$ cat src/hdl/point_cloud_to_polar_min_scan_macros.svh
// Assertion macros used by the scan block's top level.
`ifndef POINT_CLOUD_TO_POLAR_MIN_SCAN_MACROS_SVH
`define POINT_CLOUD_TO_POLAR_MIN_SCAN_MACROS_SVH

// Checks that a condition holds at every clock edge outside reset.
`define PCPMS_ASSERT_ALWAYS(lbl, cond, msg) \
  lbl: assert property (@(posedge clk) disable iff (rst) (cond)) else $error(msg);

// Checks that a consequent holds in the same cycle as its antecedent.
`define PCPMS_ASSERT_IMPL(lbl, ante, cons, msg) \
  lbl: assert property (@(posedge clk) disable iff (rst) (ante) |-> (cons)) else $error(msg);

`endif

$ cat src/hdl/pcpms_pkg.sv
// Shared types, constants and the arctangent table of the polar scan block.
package pcpms_pkg;

  localparam int CORDIC_STEPS = 30;
  localparam int LIFT_BITS    = 12;
  localparam int RANGE_BITS   = 18;
  localparam int HEIGHT_BITS  = 18;
  localparam int SEL_BITS     = 9;
  localparam logic [RANGE_BITS-1:0] RANGE_SAT = '1;

  // Configuration register indexes.
  localparam logic REG_Z_FLOOR = 1'b0;
  localparam logic REG_Z_CEIL  = 1'b1;

  // Result of the geometry unit: bearing offset by a half turn, and planar range.
  typedef struct packed {
    logic [31:0]           turn;
    logic [RANGE_BITS-1:0] range;
  } geom_res_t;

  // atan(2^-i) in units of 2^-32 of a full turn, truncated.
  function automatic logic [31:0] atan_turn(input logic [4:0] i);
    logic [31:0] t;
    case (i)
      5'd0:  t = 32'h20000000;
      5'd1:  t = 32'h12E4051D;
      5'd2:  t = 32'h09FB385B;
      5'd3:  t = 32'h051111D4;
      5'd4:  t = 32'h028B0D43;
      5'd5:  t = 32'h0145D7E1;
      5'd6:  t = 32'h00A2F61E;
      5'd7:  t = 32'h00517C55;
      5'd8:  t = 32'h0028BE53;
      5'd9:  t = 32'h00145F2E;
      5'd10: t = 32'h000A2F98;
      5'd11: t = 32'h000517CC;
      5'd12: t = 32'h00028BE6;
      5'd13: t = 32'h000145F3;
      5'd14: t = 32'h0000A2F9;
      5'd15: t = 32'h0000517C;
      5'd16: t = 32'h000028BE;
      5'd17: t = 32'h0000145F;
      5'd18: t = 32'h00000A2F;
      5'd19: t = 32'h00000517;
      5'd20: t = 32'h0000028B;
      5'd21: t = 32'h00000145;
      5'd22: t = 32'h000000A2;
      5'd23: t = 32'h00000051;
      5'd24: t = 32'h00000028;
      5'd25: t = 32'h00000014;
      5'd26: t = 32'h0000000A;
      5'd27: t = 32'h00000005;
      5'd28: t = 32'h00000002;
      5'd29: t = 32'h00000001;
      default: t = 32'h00000000;
    endcase
    return t;
  endfunction

endpackage

$ cat src/hdl/pcpms_geom.sv
// Iterative bearing (CORDIC vectoring) and planar range (integer square root) unit.
module pcpms_geom #(
  parameter int COORD_BITS = 18
) (
  input  logic                         clk,
  input  logic                         rst,
  input  logic                         start,
  input  logic signed [COORD_BITS-1:0] x,
  input  logic signed [COORD_BITS-1:0] y,
  output logic                         done,
  output pcpms_pkg::geom_res_t         res
);

  localparam int CW    = COORD_BITS + pcpms_pkg::LIFT_BITS + 3;
  localparam int SQ_W  = 2 * COORD_BITS;
  localparam int LAST  = (pcpms_pkg::CORDIC_STEPS > COORD_BITS + 2) ?
                         pcpms_pkg::CORDIC_STEPS : COORD_BITS + 2;
  localparam int CNT_W = $clog2(LAST + 1);
  localparam logic signed [35:0] HALF_TURN = 36'sh080000000;
  localparam logic signed [34:0] HALF_ANG  = 35'sh080000000;

  logic                   busy;
  logic [CNT_W-1:0]       cnt;
  logic signed [CW-1:0]   cx;
  logic signed [CW-1:0]   cy;
  logic signed [34:0]     ang;
  logic                   fixed;
  logic [31:0]            fixed_turn;
  logic [COORD_BITS-1:0]  ax;
  logic [COORD_BITS-1:0]  ay;
  logic [SQ_W-1:0]        sq_x;
  logic [SQ_W-1:0]        sq_y;
  logic [SQ_W-1:0]        rem;
  logic [SQ_W-1:0]        root;
  logic [SQ_W-1:0]        sbit;

  logic signed [COORD_BITS:0] xe;
  logic signed [COORD_BITS:0] ye;
  logic signed [COORD_BITS:0] xn;
  logic signed [COORD_BITS:0] yn;
  logic signed [COORD_BITS:0] x_mag;
  logic signed [COORD_BITS:0] y_mag;
  logic [4:0]                 step_i;
  logic signed [CW-1:0]       xs;
  logic signed [CW-1:0]       ys;
  logic signed [34:0]         t_ext;
  logic [SQ_W-1:0]            trial;
  logic signed [35:0]         turn_full;
  logic [63:0]                root_w;

  always_comb begin
    xe     = (COORD_BITS + 1)'(x);
    ye     = (COORD_BITS + 1)'(y);
    xn     = xe[COORD_BITS] ? -xe : xe;
    yn     = xe[COORD_BITS] ? -ye : ye;
    x_mag  = xe[COORD_BITS] ? -xe : xe;
    y_mag  = ye[COORD_BITS] ? -ye : ye;
    step_i = cnt[4:0];
    xs     = cx >>> step_i;
    ys     = cy >>> step_i;
    t_ext  = signed'({3'b000, pcpms_pkg::atan_turn(step_i)});
    trial  = root + sbit;
    turn_full = 36'(ang) + HALF_TURN;
    root_w = 64'(root);
  end

  always_ff @(posedge clk) begin
    if (rst) begin
      busy <= 1'b0;
      done <= 1'b0;
      cnt  <= '0;
    end else begin
      done <= 1'b0;
      if (start) begin
        busy <= 1'b1;
        cnt  <= '0;
      end else if (busy) begin
        if (cnt == CNT_W'(LAST)) begin
          busy <= 1'b0;
          done <= 1'b1;
        end else begin
          cnt <= cnt + 1'b1;
        end
      end
    end
  end

  always_ff @(posedge clk) begin
    if (start) begin
      // Fold left half plane to the right; a folded point starts at +/- half a turn.
      cx <= CW'(xn) <<< pcpms_pkg::LIFT_BITS;
      cy <= CW'(yn) <<< pcpms_pkg::LIFT_BITS;
      if (!xe[COORD_BITS]) begin
        ang <= '0;
      end else if (!ye[COORD_BITS]) begin
        ang <= HALF_ANG;
      end else begin
        ang <= -HALF_ANG;
      end
      // Points on an axis have an exact bearing.
      fixed <= (y == '0) || (x == '0);
      if (y == '0) begin
        fixed_turn <= 32'h80000000;
      end else if (!ye[COORD_BITS]) begin
        fixed_turn <= 32'hC0000000;
      end else begin
        fixed_turn <= 32'h40000000;
      end
      ax <= COORD_BITS'(x_mag);
      ay <= COORD_BITS'(y_mag);
    end else if (busy) begin
      if (cnt < CNT_W'(pcpms_pkg::CORDIC_STEPS)) begin
        if (!cy[CW-1]) begin
          cx  <= cx + ys;
          cy  <= cy - xs;
          ang <= ang + t_ext;
        end else begin
          cx  <= cx - ys;
          cy  <= cy + xs;
          ang <= ang - t_ext;
        end
      end
      if (cnt == CNT_W'(0)) begin
        sq_x <= ax * ax;
        sq_y <= ay * ay;
      end else if (cnt == CNT_W'(1)) begin
        rem  <= sq_x + sq_y;
        root <= '0;
        sbit <= SQ_W'(1) << (SQ_W - 2);
      end else if (cnt <= CNT_W'(COORD_BITS + 1)) begin
        if (rem >= trial) begin
          rem  <= rem - trial;
          root <= (root >> 1) + sbit;
        end else begin
          root <= root >> 1;
        end
        sbit <= sbit >> 2;
      end
      if (cnt == CNT_W'(LAST)) begin
        if (fixed) begin
          res.turn <= fixed_turn;
        end else if (turn_full[35]) begin
          res.turn <= '0;
        end else if (turn_full[35:32] != 4'd0) begin
          res.turn <= '1;
        end else begin
          res.turn <= turn_full[31:0];
        end
        if (root_w > 64'(pcpms_pkg::RANGE_SAT)) begin
          res.range <= pcpms_pkg::RANGE_SAT;
        end else begin
          res.range <= root_w[pcpms_pkg::RANGE_BITS-1:0];
        end
      end
    end
  end

endmodule
$ cat config.mk
export PLATFORM = sky130hd
export DESIGN_NAME = pcpms_geom
export DESIGN_NICKNAME = d
export VERILOG_FILES = /design/src/hdl/point_cloud_to_polar_min_scan_macros.svh /design/src/hdl/pcpms_pkg.sv /design/src/hdl/pcpms_geom.sv
export SDC_FILE = /design/constraint.sdc
export NUM_CORES = 2
export LEC_CHECK = 0
export BUFFER_PORTS_ARGS = -buffer_cell sky130_fd_sc_hd__buf_2
export CORE_UTILIZATION = 40
export DETAILED_ROUTE_END_ITERATION = 12
export SLEW_MARGIN = 15
export SYNTH_ARGS = -nofsm -noshare
export SYNTH_HDL_FRONTEND = slang
export SYNTH_SLANG_ARGS = --single-unit
$ cat constraint.sdc
create_clock -name clk -period 10.24 [get_ports clk]
set_input_delay 2.048 -clock clk [delete_from_list [all_inputs] [get_ports clk]]
set_output_delay 2.048 -clock clk [all_outputs]
set_load 0.02 [all_outputs]
==> impl_metrics.toml <==
[run_status]
outcome = "complete, no violations"

[clock_tree]
ctsHoldBuffers = 0
cts_tree = "done"
numClockSinks = 387
clk_pin_slew_ns = 0.06
clk_latency_ns = 0.65
cts_resized = 0
cts_buffers = 46
cts_htree_levels = 2
cts_buffer_depth = 3
cts-root-buf = "clkbuf_16"
post_cts_buffers = 0

[placement]
gp_congestion = 0.932
pre_cts_ws_ns = 2.92
io_buffer_count = 89
placed_area_um2 = 51600
dp_hpwl_um = 106000

[sta]
fmax_mhz = 135
slew_viol_final = 0
slew_headroom = 0.289
rsz0062_at_grt = "no"
final.period_utilization = 0.722
worst_pin_slew_ns = 1.05
post-route-min-period_ns = 7.40
setup_viol = 0
hold_viol = 0
skew_ns = 0.0532
fin_ws_ns = 2.84
setup_tns_ns = 0

[critical_path]
cpPeakStageDelay_ns = 0.83
slowest_stage = "edfxtp_1"
critPathMaxFanout = 18
path_cells = "and2_1 > inv_1 > fa_1 > inv_1 > fa_1 > inv_1 > fa_1 > fa_1 > inv_1 > fa_1 > inv_1 > fa_1 > inv_1 > ha_1 > nand2_1 > a2111oi_0 > o21bai_1 > a311oi_1 > o22ai_1 > o211ai_1 > a21oi_1 > o21ai_0 > xnor2_1"
path_class = "reg -> reg"
cp.arrival_ns = 7.74
crit_required_ns = 10.59
critPathCaptureType = "register"
setup.worst_path.start_class = "register"

[global_routing]
grt-ovfl-total = 0
grt_max_degree = 87
grt_pass1_wl_um = 219000
track_usage = 0.218
antenna_found_initial = 5
grt_pass1_vias = 39662

[synth]
synthArstFlopShare = 0
syn_inst = 5400
seq_area_frac_synth = 0.222
synthDistinctLibCells = 102
synth_seq_cells = 387
syn_area_um2 = 49700
yosys_warnings = 0
yosysMostFrequentCell = "inv_1"
syn-num-nets = 6326
yosys-top-cells-count = "inv_1 (699), nand2_1 (536), ha_1 (449), fa_1 (438), nor2_1 (348)"
synth_top_area_cell = "edfxtp_1"
synth.area.top_cells = "edfxtp_1 (20%), fa_1 (18%), ha_1 (11%)"
synth_edf_count = 326
synth_top_area_frac = 0.197
avgSynthCellArea_um2 = 9.20
synth_flop_cell = "edfxtp_1"

[cells_and_area]
seq_area_um2 = 11000
final_core_util = 0.434
drive_gt1_frac = 0.0660
area_growth_syn_to_layout_pct = 7.00
nFillCells = 12032
multi_input_area_um2 = 35100
final_cell_area_um2 = 53100
antennaDiodeCount = 0
nets = 6304

[floorplan]
rows = 128
start_util = 0.405
die_h_um = 354
die_area_um2 = 126000
die_w_um = 354
io_pins = 90
coreArea_um2 = 123000

[detailed_routing]
drt_wl_total_um = 137000
vias = 39239
postRouteAntennaNets = 0
dr.pass1.iters = 6
routedWlPerCell_um = 19.5
drcViolationCount = 0
drt_iter0_markers = 3031
vias_per_cell = 5.58

[min_path]
hold_path.class = "reg -> reg"

[flow_run]
maxCapViolCount = 0
[area by class of cell]
cell class,instances,area share
clock buffers,56,0.0242
clock inverters,27,0.00579
inverters,706,0.0499
multi-input cells,4110,0.661
flip-flops and latches,387,0.207
well taps,1625,0.0383
repair buffers,127,0.0138
[flip-flops by register name, summed over array words and instances (netlist names), 33 cells and up]
| signal | cells |
|---|---|
| res | 50 |
| rem | 36 |
| root | 36 |
| ang | 35 |
| sq_x | 35 |
| sq_y | 35 |
| cx | 33 |
| cy | 33 |
[per-stage QoR]
stage	hold WS [ns]	cells
after detailed placement	0.498	6955
after floorplan	0.452	5400
after global routing	0.534	7038
final	0.503	7038
after global placement	0.481	6955
after CTS	0.507	7038
[path summary, 6_finish.rpt]
path	startpoint	end	slack, ns	depth (start not counted)
max	ax[5]	sq_x[35]	2.84	23
min	cx[0]	cx[0]	0.50	2
max reg2reg	ax[5]	sq_x[35]	2.84	23
min reg2reg	cx[0]	cx[0]	0.50	2
[placed cells by master, fill, tap and decap left out, types with 30 or more instances in the layout]
cell       netlist  final
a211oi_1        66     66
a21o_1          91     91
a21oi_1        309    308
a31oi_1         59     58
and2_1         156    156
buf_2           11     88
buf_4            2     39
clkbuf_16        0     50
dfxtp_1         61     56
edfxtp_1       326    326
fa_1           438    438
ha_1           449    449
inv_1          699    698
mux2_2          30     30
mux2i_1         57     57
mux4_2          47     47
nand2_1        536    534
nand2b_1        60     60
nand3_1         68     68
nand4_1         41     41
nor2_1         348    346
nor2b_1         48     48
nor3_1          90     89
o21a_1          74     74
o21ai_0        253    253
o21bai_1        35     35
or3_1           42     42
xnor2_1        263    263
xor2_1         123    123
[layer usage]
layer	vias up	track usage	wire, µm
met5	-	0	34
met4	6	0.0716	4730
met3	245	0.0281	7320
met2	1125	0.376	66200
met1	19252	0.282	59100
li1	18611	-	-
[worst max-delay path: cells and delay by family, from the launching register on]
family          cells  cell delay (ns)
fa+ha+maj           7             3.36
compound gates      7             2.13
flops               1             0.83
simple gates        2             0.40
buf+inv             6             0.32
xor+xnor            1             0.10
[cells by family (layout without fill, tap and decap cells)]
| logic type | after synthesis | count (layout) | share of synthesized area |
|---|---|---|---|
| buf+inv | 903 | 916 | 0.0728 |
| mux | 159 | 159 | 0.0521 |
| simple gates | 1535 | 1535 | 0.148 |
| fa+ha+maj | 887 | 887 | 0.290 |
| xor+xnor | 386 | 386 | 0.0681 |
| flops | 387 | 387 | 0.222 |
| compound gates | 1143 | 1143 | 0.147 |
Power is left out: the tool's default activity adds up to more than one toggle a clock period on the data nets, which glitch-free logic cannot reach.
